<file path="config.mk">
export PLATFORM = sky130hd
export DESIGN_NAME = two_button_click_code_decoder_core
export DESIGN_NICKNAME = d
export VERILOG_FILES = /design/src/sv/tbcd_pkg.sv /design/src/sv/tbcd_fifo.sv /design/src/sv/tbcd_front.sv /design/src/sv/tbcd_back.sv /design/src/sv/two_button_click_code_decoder_core.sv
export SDC_FILE = /design/constraint.sdc
export NUM_CORES = 1
export LEC_CHECK = 0
export BUFFER_PORTS_ARGS = -buffer_cell sky130_fd_sc_hd__buf_2
export CAP_MARGIN = 20
export CELL_PAD_IN_SITES_DETAIL_PLACEMENT = 1
export CELL_PAD_IN_SITES_GLOBAL_PLACEMENT = 1
export CORE_MARGIN = 2
export CORE_UTILIZATION = 50
export CTS_CLUSTER_DIAMETER = 200
export DETAILED_ROUTE_END_ITERATION = 10
export HOLD_SLACK_MARGIN = 0.05
export PLACE_DENSITY_LB_ADDON = 0.1
export SLEW_MARGIN = 20
export SYNTH_ARGS = -nofsm -noshare
export SYNTH_HDL_FRONTEND = slang
export SYNTH_SLANG_ARGS = --single-unit
export TNS_END_PERCENT = 20
</file>
<file path="constraint.sdc">
create_clock -name clock -period 14.09 [get_ports clock]
set_input_delay 1.409 -clock clock [delete_from_list [all_inputs] [get_ports clock]]
set_output_delay 1.409 -clock clock [all_outputs]
set_load 0.005 [all_outputs]
</file>
<file path="src/sv/tbcd_pkg.sv">
// Package for the two-button click-code decoder.
// Holds the shared constants, register indexes, item kinds and the structs
// that pass between the front end, the queues and the back end. No dependencies.
package tbcd_pkg;

   // Widths fixed by the interface.
   localparam int NOW_BITS          = 32;
   localparam int CFG_BITS          = 16;
   localparam int CODE_BITS         = 6;
   localparam int CLICK_BITS        = 3;
   localparam int CSR_ADDR_BITS     = 4;
   localparam int CSR_DATA_BITS     = 32;

   // Defaults for the top-level parameters.
   localparam int TIME_BITS_DEFAULT   = 32;
   localparam int QUEUE_DEPTH_DEFAULT = 2;

   // Register reset values.
   localparam logic [CFG_BITS-1:0] DEBOUNCE_RESET    = 16'd10;
   localparam logic [CFG_BITS-1:0] PRESS_SPLIT_RESET = 16'd165;
   localparam logic [CFG_BITS-1:0] TIMEOUT_RESET     = 16'd500;

   // Click values: the base names the buttons, plus one for a long press.
   localparam logic [CLICK_BITS-1:0] BASE_BUTTON0 = 3'd0;
   localparam logic [CLICK_BITS-1:0] BASE_BUTTON1 = 3'd2;
   localparam logic [CLICK_BITS-1:0] BASE_BOTH    = 3'd4;
   localparam logic [CODE_BITS-1:0]  CODE_RADIX   = 6'd6;

   typedef enum logic [1:0] {
      CSR_DEBOUNCE    = 2'd0,
      CSR_PRESS_SPLIT = 2'd1,
      CSR_TIMEOUT     = 2'd2
   } csr_index_type;

   typedef enum logic {
      KIND_EDGE = 1'b0,
      KIND_POLL = 1'b1
   } item_kind_type;

   typedef struct packed {
      item_kind_type kind;
      logic          button;
   } item_head_type;

   typedef struct packed {
      logic [CFG_BITS-1:0] debounce_ms;
      logic [CFG_BITS-1:0] press_split_ms;
      logic [CFG_BITS-1:0] gesture_timeout_ms;
   } cfg_type;

   typedef struct packed {
      logic                 code_valid;
      logic [CODE_BITS-1:0] gesture_code;
   } rsp_type;

endpackage

</file>
<file path="src/sv/tbcd_fifo.sv">
// Small first-in first-out queue built from registers.
// Used between the front and back ends and on the result side; no package needed.
// DEPTH must be a power of two of at least two.
module tbcd_fifo #(
   parameter int WIDTH = 8,
   parameter int DEPTH = 2
) (
   input  logic             clock,
   input  logic             reset,
   input  logic             push,
   input  logic [WIDTH-1:0] wr_data,
   output logic             full,
   input  logic             pop,
   output logic [WIDTH-1:0] rd_data,
   output logic             empty
);

   localparam int PTR_BITS   = $clog2(DEPTH);
   localparam int COUNT_BITS = $clog2(DEPTH + 1);

   logic [WIDTH-1:0]      mem_ff [DEPTH];
   logic [PTR_BITS-1:0]   wr_ptr_ff, wr_ptr_in;
   logic [PTR_BITS-1:0]   rd_ptr_ff, rd_ptr_in;
   logic [COUNT_BITS-1:0] count_ff, count_in;
   logic                  do_push, do_pop;

   assign full    = (count_ff == COUNT_BITS'(DEPTH));
   assign empty   = (count_ff == '0);
   assign do_push = push & ~full;
   assign do_pop  = pop & ~empty;
   assign rd_data = mem_ff[rd_ptr_ff];

   // Pointers wrap by overflow since the depth is a power of two.
   always_comb begin
      wr_ptr_in = do_push ? wr_ptr_ff + 1'b1 : wr_ptr_ff;
      rd_ptr_in = do_pop  ? rd_ptr_ff + 1'b1 : rd_ptr_ff;
      count_in  = count_ff;
      if (do_push & ~do_pop) begin
         count_in = count_ff + 1'b1;
      end else if (do_pop & ~do_push) begin
         count_in = count_ff - 1'b1;
      end
   end

   always_ff @(posedge clock) begin
      if (reset) begin
         wr_ptr_ff <= '0;
         rd_ptr_ff <= '0;
         count_ff  <= '0;
      end else begin
         wr_ptr_ff <= wr_ptr_in;
         rd_ptr_ff <= rd_ptr_in;
         count_ff  <= count_in;
      end
   end

   always_ff @(posedge clock) begin
      if (do_push) begin
         mem_ff[wr_ptr_ff] <= wr_data;
      end
   end

endmodule

</file>
<file path="src/sv/tbcd_front.sv">
// Front end of the click-code decoder: takes requests and classifies them.
// Depends on tbcd_pkg for the item kinds and the item header struct.
module tbcd_front #(
   parameter int TIME_BITS = 32
) (
   input  logic                    clock,
   input  logic                    reset,
   input  logic                    req_push,
   output logic                    req_full,
   input  logic                    req_mode,
   input  logic                    req_button,
   input  logic [31:0]             req_now_ms,
   output logic                    item_valid,
   output tbcd_pkg::item_head_type item_head,
   output logic [TIME_BITS-1:0]    item_now,
   input  logic                    item_ready
);
   import tbcd_pkg::*;

   logic                 valid_ff, valid_in;
   item_head_type        head_ff, head_in;
   logic [TIME_BITS-1:0] now_ff;
   logic                 take;

   assign req_full   = valid_ff & ~item_ready;
   assign take       = req_push & ~req_full;
   assign item_valid = valid_ff;
   assign item_head  = head_ff;
   assign item_now   = now_ff;

   always_comb begin
      valid_in = take | (valid_ff & ~item_ready);
      head_in.button = req_button;
      unique case (req_mode)
         1'b0:    head_in.kind = KIND_EDGE;
         1'b1:    head_in.kind = KIND_POLL;
         default: head_in.kind = KIND_EDGE;
      endcase
   end

   always_ff @(posedge clock) begin
      if (reset) begin
         valid_ff <= 1'b0;
      end else begin
         valid_ff <= valid_in;
      end
   end

   // Timestamps are kept modulo 2^TIME_BITS from here on.
   always_ff @(posedge clock) begin
      if (take) begin
         head_ff <= head_in;
         now_ff  <= TIME_BITS'(req_now_ms);
      end
   end

endmodule

</file>
<file path="src/sv/tbcd_back.sv">
// Back end of the click-code decoder: debounce, click classification and
// gesture accumulation. Depends on tbcd_pkg for the structs and constants.
module tbcd_back #(
   parameter int TIME_BITS = 32
) (
   input  logic                    clock,
   input  logic                    reset,
   input  tbcd_pkg::cfg_type       cfg,
   input  logic                    go,
   input  tbcd_pkg::item_head_type head,
   input  logic [TIME_BITS-1:0]    now,
   output tbcd_pkg::rsp_type       rsp
);
   import tbcd_pkg::*;

   logic [1:0]           held_ff, held_in;
   logic [1:0]           psc_ff, psc_in;
   logic [TIME_BITS-1:0] last_ff [2];
   logic [TIME_BITS-1:0] last_in [2];
   logic [CODE_BITS-1:0] accum_ff, accum_in;
   logic                 count_ff, count_in;

   logic [TIME_BITS-1:0]  age0, age1, shorter, age_sel;
   logic [CLICK_BITS-1:0] base, value;
   logic                  is_long;

   // Ages wrap modulo 2^TIME_BITS through the natural width of the subtract.
   always_comb begin
      age0    = now - last_ff[0];
      age1    = now - last_ff[1];
      shorter = (age0 < age1) ? age0 : age1;
      age_sel = head.button ? age1 : age0;
      is_long = ~(shorter < TIME_BITS'(cfg.press_split_ms));
      if (psc_ff[0] & psc_ff[1]) begin
         base = BASE_BOTH;
      end else if (psc_ff[1]) begin
         base = BASE_BUTTON1;
      end else begin
         base = BASE_BUTTON0;
      end
      value = base + CLICK_BITS'(is_long);
   end

   always_comb begin
      held_in  = held_ff;
      psc_in   = psc_ff;
      last_in  = last_ff;
      accum_in = accum_ff;
      count_in = count_ff;
      rsp      = '0;
      if (go) begin
         unique case (head.kind)
            KIND_EDGE: begin
               if (age_sel > TIME_BITS'(cfg.debounce_ms)) begin
                  held_in[head.button] = ~held_ff[head.button];
                  last_in[head.button] = now;
                  if (!held_ff[head.button]) begin
                     psc_in[head.button] = 1'b1;
                  end else if (psc_ff != 2'b00) begin
                     // A release that completes a click.
                     psc_in = 2'b00;
                     if (count_ff) begin
                        rsp.code_valid   = 1'b1;
                        rsp.gesture_code = accum_ff + CODE_BITS'(value);
                        accum_in         = '0;
                        count_in         = 1'b0;
                     end else begin
                        accum_in = CODE_BITS'(value) * CODE_RADIX;
                        count_in = 1'b1;
                     end
                  end
               end
            end
            KIND_POLL: begin
               if ((shorter >= TIME_BITS'(cfg.gesture_timeout_ms)) && count_ff) begin
                  held_in  = 2'b00;
                  psc_in   = 2'b00;
                  accum_in = '0;
                  count_in = 1'b0;
               end
            end
            default: begin
               held_in = held_ff;
            end
         endcase
      end
   end

   always_ff @(posedge clock) begin
      if (reset) begin
         held_ff    <= '0;
         psc_ff     <= '0;
         last_ff[0] <= '0;
         last_ff[1] <= '0;
         accum_ff   <= '0;
         count_ff   <= 1'b0;
      end else begin
         held_ff    <= held_in;
         psc_ff     <= psc_in;
         last_ff[0] <= last_in[0];
         last_ff[1] <= last_in[1];
         accum_ff   <= accum_in;
         count_ff   <= count_in;
      end
   end

endmodule

</file>
<file path="src/sv/two_button_click_code_decoder_core.sv">
// Top level of the two-button click-code decoder.
// Depends on tbcd_pkg, tbcd_fifo, tbcd_front and tbcd_back.
//
// Usage: every request is either a button edge (mode 0, with the button
// number and a millisecond timestamp) or a timeout poll (mode 1). A request
// is taken on a clock edge where req_push is high and req_full is low.
// Every request yields exactly one response, in request order. A response
// carries rsp_code_valid, which is high when a two-click gesture completed,
// and rsp_gesture_code (first click times six plus second click, else zero).
// A response is shown while rsp_empty is low and is consumed on rsp_pop.
// A request is held in the front register, then in the request queue, then
// passes through the back end into the response queue, clearing rsp_empty.
// Throughput is one request per cycle while the receiver keeps up; the back end
// updates its state once per request. When the receiver stalls, responses pile
// up in the response queue, then the request queue and the front register fill
// and req_full rises; nothing is dropped. Synchronous reset empties both queues,
// clears all button and gesture state and loads the registers with their
// defaults (debounce 10, split 165, timeout 500). Registers are written through
// the csr_ port at byte addresses 0, 4 and 8. The user must write them only while
// no request is in flight; the block itself does not enforce it.
module two_button_click_code_decoder_core #(
   parameter int TIME_BITS   = tbcd_pkg::TIME_BITS_DEFAULT,
   parameter int QUEUE_DEPTH = tbcd_pkg::QUEUE_DEPTH_DEFAULT
) (
   input  logic                               clock,
   input  logic                               reset,
   // Request channel.
   input  logic                               req_push,
   output logic                               req_full,
   input  logic                               req_mode,
   input  logic                               req_button,
   input  logic [tbcd_pkg::NOW_BITS-1:0]      req_now_ms,
   // Response channel.
   output logic                               rsp_empty,
   input  logic                               rsp_pop,
   output logic                               rsp_code_valid,
   output logic [tbcd_pkg::CODE_BITS-1:0]     rsp_gesture_code,
   // Register port.
   input  logic                               csr_psel,
   input  logic                               csr_penable,
   input  logic                               csr_pwrite,
   input  logic [tbcd_pkg::CSR_ADDR_BITS-1:0] csr_paddr,
   input  logic [tbcd_pkg::CSR_DATA_BITS-1:0] csr_pwdata,
   output logic [tbcd_pkg::CSR_DATA_BITS-1:0] csr_prdata,
   output logic                               csr_pready
);
   import tbcd_pkg::*;

   localparam int ITEM_BITS = $bits(item_head_type) + TIME_BITS;
   localparam int RSP_BITS  = $bits(rsp_type);

   // Register file. Each register is 16 bits; the upper write data is dropped.
   cfg_type       cfg_ff, cfg_in;
   csr_index_type csr_index;
   logic          csr_write;

   assign csr_pready = 1'b1;
   assign csr_index  = csr_index_type'(csr_paddr[3:2]);
   assign csr_write  = csr_psel & csr_penable & csr_pwrite & csr_pready;

   always_comb begin
      cfg_in = cfg_ff;
      if (csr_write) begin
         unique case (csr_index)
            CSR_DEBOUNCE:    cfg_in.debounce_ms        = csr_pwdata[CFG_BITS-1:0];
            CSR_PRESS_SPLIT: cfg_in.press_split_ms     = csr_pwdata[CFG_BITS-1:0];
            CSR_TIMEOUT:     cfg_in.gesture_timeout_ms = csr_pwdata[CFG_BITS-1:0];
            default:         cfg_in = cfg_ff;
         endcase
      end
   end

   always_comb begin
      unique case (csr_index)
         CSR_DEBOUNCE:    csr_prdata = CSR_DATA_BITS'(cfg_ff.debounce_ms);
         CSR_PRESS_SPLIT: csr_prdata = CSR_DATA_BITS'(cfg_ff.press_split_ms);
         CSR_TIMEOUT:     csr_prdata = CSR_DATA_BITS'(cfg_ff.gesture_timeout_ms);
         default:         csr_prdata = '0;
      endcase
   end

   always_ff @(posedge clock) begin
      if (reset) begin
         cfg_ff.debounce_ms        <= DEBOUNCE_RESET;
         cfg_ff.press_split_ms     <= PRESS_SPLIT_RESET;
         cfg_ff.gesture_timeout_ms <= TIMEOUT_RESET;
      end else begin
         cfg_ff <= cfg_in;
      end
   end

   // Front end: accepts requests and tags each one as an edge or a poll.
   logic                 front_valid;
   item_head_type        front_head;
   logic [TIME_BITS-1:0] front_now;
   logic                 item_full;

   tbcd_front #(
      .TIME_BITS (TIME_BITS)
   ) u_front (
      .clock      (clock),
      .reset      (reset),
      .req_push   (req_push),
      .req_full   (req_full),
      .req_mode   (req_mode),
      .req_button (req_button),
      .req_now_ms (req_now_ms),
      .item_valid (front_valid),
      .item_head  (front_head),
      .item_now   (front_now),
      .item_ready (~item_full)
   );

   // Request queue between the front and back ends.
   logic [ITEM_BITS-1:0] item_rd;
   logic                 item_empty;
   logic                 rsp_full;
   logic                 back_go;
   item_head_type        back_head;
   logic [TIME_BITS-1:0] back_now;

   tbcd_fifo #(
      .WIDTH (ITEM_BITS),
      .DEPTH (QUEUE_DEPTH)
   ) u_item_queue (
      .clock   (clock),
      .reset   (reset),
      .push    (front_valid),
      .wr_data ({front_head, front_now}),
      .full    (item_full),
      .pop     (back_go),
      .rd_data (item_rd),
      .empty   (item_empty)
   );

   // The back end runs one request per cycle whenever the response queue has room.
   assign back_go                = ~item_empty & ~rsp_full;
   assign {back_head, back_now}  = item_rd;

   rsp_type back_rsp;

   tbcd_back #(
      .TIME_BITS (TIME_BITS)
   ) u_back (
      .clock (clock),
      .reset (reset),
      .cfg   (cfg_ff),
      .go    (back_go),
      .head  (back_head),
      .now   (back_now),
      .rsp   (back_rsp)
   );

   // Response queue decouples the back end from a stalling receiver.
   rsp_type out_rsp;

   tbcd_fifo #(
      .WIDTH (RSP_BITS),
      .DEPTH (QUEUE_DEPTH)
   ) u_rsp_queue (
      .clock   (clock),
      .reset   (reset),
      .push    (back_go),
      .wr_data (back_rsp),
      .full    (rsp_full),
      .pop     (rsp_pop),
      .rd_data (out_rsp),
      .empty   (rsp_empty)
   );

   assign rsp_code_valid   = out_rsp.code_valid;
   assign rsp_gesture_code = out_rsp.gesture_code;

endmodule

</file>
# Word level (Yosys, flattened, before mapping)
# Memories as Yosys holds them, arrays and structs flattened. A register that Yosys moved wholly into a read port is not among the register bits.
# Index checks and enable logic that the tools add are counted.
word_totals:
  regBits: 166
  mem_bits_rw: 82
  in_bits: 77
  elab_cells: 148
  memories: 2
mem_list:
  columns: ["name", "words", "width", "rd", "rd_ports_with_merged_regs", "write_ports", "line", "rtl"]
  rows:
  - ["u_item_queue.mem_ff", 2, 34, 1, 1, 1, "tbcd_fifo.sv:21", "logic [WIDTH-1:0] mem_ff [DEPTH];"]
  - ["u_rsp_queue.mem_ff", 2, 7, 1, 1, 1, "tbcd_fifo.sv:21", null]
classes:
  add_sub_neg: 12
  n_mul: 1
  magnitude_cmp: 8
  eq_ne: 9
  n_mux: 51
  n_bitwise: 30
  reduce_logical: 16
op_table:
  columns: ["op", "count"]
  rows:
  - ["two-way mux 32 bit", 3]
  - ["bitwise mux 64 bit", 1]
  - ["subtractor 32 bit", 2]
  - ["one-hot mux 16 bit (3 select lines)", 1]
  - ["two-way mux 7 bit", 6]
  - ["demux 32 bit (select 1 bit)", 1]
  - ["greater-or-equal comparator 32 x 16 -> 1 bit", 1]
  - ["greater-than comparator 32 x 16 -> 1 bit", 1]
  - ["< comparator 32 x 16 -> 1 bit", 1]
  - ["< comparator 32 bit", 1]
  - ["two-way mux 6 bit", 5]
  - ["two-way mux 2 bit", 10]
  - ["two-way mux 1 bit", 16]
  - ["AND 1 bit", 14]
  - ["NOT 1 bit", 13]
  - ["one-hot mux 6 bit (2 select lines)", 1]
  - ["!= test 2 x 1 -> 1 bit, second input constant", 4]
  - ["one-hot mux 2 bit (2 select lines)", 2]
  - ["adder 6 x 3 -> 6 bit", 1]
  - ["equality test 2 bit, second input constant", 3]
  - ["logical NOT 2 bit", 3]
  - ["AND reduction 2 bit", 3]
  - ["AND reduction 3 bit", 2]
  - ["nonzero test 2 bit", 3]
  - ["21 further kinds", 29]

# Logic depth before layout (Yosys ltp)
logic_depth:
  word_depth: 13
  ltp_mapped: 35
  ltp_nobuf: 31

# Hierarchy
# Synthesis repeated with hierarchy kept, for this count alone.
unflattened:
  cells_unflattened: 1763
  area_unflattened_um2: 16459.5
modules_own_cells:
  columns: ["mod", "instances", "cells_per_inst", "area_each_um2", "seq_area_each_um2"]
  rows:
  - ["tbcd_back", 1, 1284, 9531.6, 1481.4]
  - ["tbcd_fifo at u_item_queue", 1, 131, 2667.6, 2142.1]
  - ["two_button_click_code_decoder_core", 1, 263, 2467.4, 960.9]
  - ["tbcd_front", 1, 38, 1071.0, 1041.0]
  - ["tbcd_fifo at u_rsp_queue", 1, 47, 721.9, 520.5]

# Least setup slack after synthesis
# OpenSTA, ideal clock, no wires.
synth_timing:
  path_type: "reg2reg"
  start: "reg (tool-made name)"
  end: "reg u_back.accum_ff[4]"
  arrival_ns: 7.070
  slack_ns: 6.881
  path_stages_with_launch: 31
  path_buffers: 5
  period_less_slack_ns: 7.209
  path_cell_list: "dfxtp_1 -> clkbuf_1 -> buf_1 -> mux2_2 -> ha_1 -> clkbuf_1 -> nand4_1 -> nor3_1 -> nor4b_2 -> nor3_1 -> o21a_1 -> o31a_1 -> xor2_1 -> ha_1 -> nand4_1 -> or2_2 -> o41ai_1 -> clkbuf_1 -> buf_1 -> o31ai_1 -> ha_1 -> a21o_1 -> a21o_1 -> a21oi_1 -> o221ai_1 -> a211oi_1 -> inv_1 -> ha_1 -> ha_1 -> xnor2_1 -> o22ai_1"
synth_lines:
  columns: ["item", "line", "rtl"]
  rows:
  - ["to (signal assigned)", "tbcd_back.sv:102", "accum_ff <= accum_in;"]
  - ["to (decl)", "tbcd_back.sv:20", "logic [CODE_BITS-1:0] accum_ff, accum_in;"]

==> results.tsv <==
stage	metric	value	unit
cts	cts_buffers	28	
critical_path	worst_setup_path_end_kind	flop	
synth	muxShareOfSynthArea	0.07220	
cts	post_cts_buffers	0	
finish	fin_area	0.01753	sq mm
floorplanning	rows	65	
floorplanning	initial_core_util	0.5065	
timing	worstMarginPinSlew	1.052	ns
finish	antennaDiodeCount	0	
hold_path	hp-class	flop to flop	
floorplanning	coreArea	0.03147	sq mm
global_route	grt_max_degree	87	
timing	finalSetupViolations	0	
synth	yosysWarningCount	0	
synth	synthArstFlopShare	0	
route	drt_iter0_markers	617	
critical_path	max_stage_delay	0.56	ns
timing	fmax	121.9	MHz
critical_path	slowest_stage	nor3_1	
critical_path	cp.required	14.49	ns
synth	synth_compound_area_frac	0.1828	
power_and_ir_drop	leakage	0.006883	uW
floorplanning	die_w	182.6	um
route	drtPass1Iterations	5	
synth	yosys.area_share.simple	0.1483	
synth	synth_xor_area_frac	0.03076	
finish	layout_commonest_cell	nand2_1	
floorplanning	dieArea	0.03333	sq mm
route	drtAntennaViolNets	0	
cts	holdBufCountCts	0	
timing	relSlewSlack	0.2982	
global_route	grt_usage	0.2581	
synth	synth-seq-cells	249	
synth	synth_fa_ha_area_frac	0.1191	
synth	synth.distinct_cells	81	
synth	yosys_most_used_dff	dfxtp_1	
synth	synth_edf_count	116	
route	wl_per_cell	19.41	um
cts	cts_num_sinks	249	
run	maxCapViolations	0	
cts	h-tree-depth	1	
synth	synth_top_family_by_area	compound AO/OA/AOI/OAI gates	
cts	clock_latency	0.56	ns
global_route	grt_pass1_wl	69360	um
route	post-route-drc-count	0	
synth	syn_inst	1753	
finish	area_growth_syn_to_layout	9.928	%
finish	drive_gt1_frac	0.1173	
synth	ys_seq_area_frac	0.3855	
run_status	outcome	completed	
critical_path	worstSetupPathType	flop to flop	
route	wl	43200	um
placement	dp_slack	5.960	ns
synth	avgSynthCellArea	9.095	sq um
cts	cts_buffer_depth	3	
finish	nets	2029	
global_route	grt_pass1_vias	13310	
placement	detailed_place_hpwl	32540	um
placement	io_buffers	83	
power_and_ir_drop	ir_worst_vdd	0.0001214	V
cts	clk_pin_slew	0.06	ns
timing	tns	0	ns
timing	setup_slack	5.887	ns
global_route	antenna_found_initial	0	
cts	root_buffer	clkbuf_16	
synth	syn_area	0.01594	sq mm
critical_path	start_kind	flop	
global_route	grt.overflow.total	0	
timing	fin_worst_skew	0.01688	ns
placement	placed_cells	2173	
power_and_ir_drop	power_density	233.0	mW/mm^2
finish	layout_common_cells	nand2_1 (184), inv_1 (147), ha_1 (147)	
timing	timing.final.crit_period	8.203	ns
timing	hold_viol	0	
route	vias	13070	
route	via_per_inst	5.872	
timing	period_share	0.5822	
critical_path	crit_fanout	35	
power_and_ir_drop	p_total	4083	uW
floorplanning	ios	119	
placement	gp_congestion	0.9098	
critical_path	cp_common_cell	ha_1	
cts	tritoncts	done	
timing	final_max_slew_viol_count	0	
placement	placed_area	0.01664	sq mm
cts	cts.repair.resized	0	
timing	rsz0062_at_grt	no	
critical_path	crit_arrival	8.60	ns
floorplanning	die-height	182.6	um
finish	fin_cells	2226	
## routing by layer
metal  vias up  part of all wire  global-route usage  wire (um)
met5         -                 0                   0          0
met4         0             0.018             0.05968        786
met3        60             0.038             0.02614       1645
met2       273              0.47              0.4475      20500
met1      6391              0.47              0.3479      20270
li1       6346                 -                   -          -
## cell families after synthesis
family,Yosys count
other,2
AND/OR/NAND/NOR,503
AO/OA/AOI/OAI,447
buffers and inverters,237
flip-flops,249
XOR/XNOR,56
adder cells (fa/ha/maj),150
multiplexers,109
## critical path, delay by kind of cell (launching register included)
family	cells	cell delay, ns
AOI/OAI and AO/OA	15	3.67
adders and majority gates	5	1.55
and+or+nand+nor	4	1.04
buffers and inverters	3	0.75
muxes	1	0.46
DFF	1	0.31
xor gates and xnor gates	1	0.16
## state kept, by name (all words and copies together), names as in the netlist, named ones only
register	cells
u_item_queue.mem_ff	68
u_back.last_ff	64
cfg_ff	48
u_front.item_now	32
u_rsp_queue.mem_ff	14
u_back.accum_ff	5
u_back.held_ff	2
u_back.psc_ff	2
u_front.item_head	2
u_item_queue.count_ff	2
u_rsp_queue.count_ff	2
u_back.count_ff	1
u_front.item_valid	1
u_item_queue.rd_ptr_ff	1
u_item_queue.wr_ptr_ff	1
u_rsp_queue.rd_ptr_ff	1
u_rsp_queue.wr_ptr_ff	1
## cell usage after synthesis (7+ instances only)
cell type / n / area share
or2_2: 7 / 0.0027
ha_1: 147 / 0.12
clkbuf_1: 49 / 0.012
and2_1: 13 / 0.0051
edfxtp_1: 116 / 0.22
o21ai_0: 83 / 0.026
nor2b_1: 12 / 0.0047
nor2_1: 134 / 0.032
and3_1: 16 / 0.0063
nand2b_1: 8 / 0.0031
buf_2: 12 / 0.0038
xnor2_1: 32 / 0.018
buf_1: 10 / 0.0024
dfxtp_1: 133 / 0.17
o211ai_1: 30 / 0.014
nand2_1: 184 / 0.043
a21o_1: 48 / 0.023
nor3_1: 26 / 0.0082
mux2i_1: 61 / 0.038
xor2_1: 24 / 0.013
mux2_2: 48 / 0.034
a211oi_1: 48 / 0.023
buf_4: 17 / 0.0080
o31ai_1: 9 / 0.0042
a21oi_1: 132 / 0.041
nand4_1: 33 / 0.013
inv_1: 147 / 0.035
nand3_1: 21 / 0.0066
o21a_1: 20 / 0.0094
or3_1: 15 / 0.0059
o22ai_1: 7 / 0.0027
## where the power goes
part	switching, uW	total, uW	internal, uW
Clock	295	690	395
Sequential	37.3	890	853
Combinational	1490	2500	1010
## layout make-up
| type | instances | area [sq um] |
|---|---|---|
| fillers | 3634 | 13950 |
| multi-input cells | 1282 | 8950 |
| flip-flops and latches | 249 | 6147 |
| clock buffers | 36 | 752.0 |
| inverters | 148 | 555.5 |
| repair buffers | 93 | 505.5 |
| well taps | 402 | 503.0 |
| clock inverters | 16 | 112.6 |
## through the flow
| step | hold slack (ns) | utilization |
|---|---|---|
| global route | 0.4483 | 0.5568 |
| finish | 0.4400 | 0.5568 |
| floorplan | 0.4215 | - |
| detailed placement | 0.4342 | 0.5287 |
| CTS | 0.4438 | 0.5562 |
| global placement | 0.4226 | 0.5287 |
## final timing paths
kind	depth (start not counted)	startpoint	end	slack (ns)
max	29	flop	u_back.accum_ff[4]	5.89
min	0	u_front.item_now[26]	u_item_queue.mem_ff[0][26]	0.44
max reg2reg	29	flop	u_back.accum_ff[4]	5.89
min reg2reg	0	u_front.item_now[26]	u_item_queue.mem_ff[0][26]	0.44
Note: power is estimated with default switching activity, not from simulation.
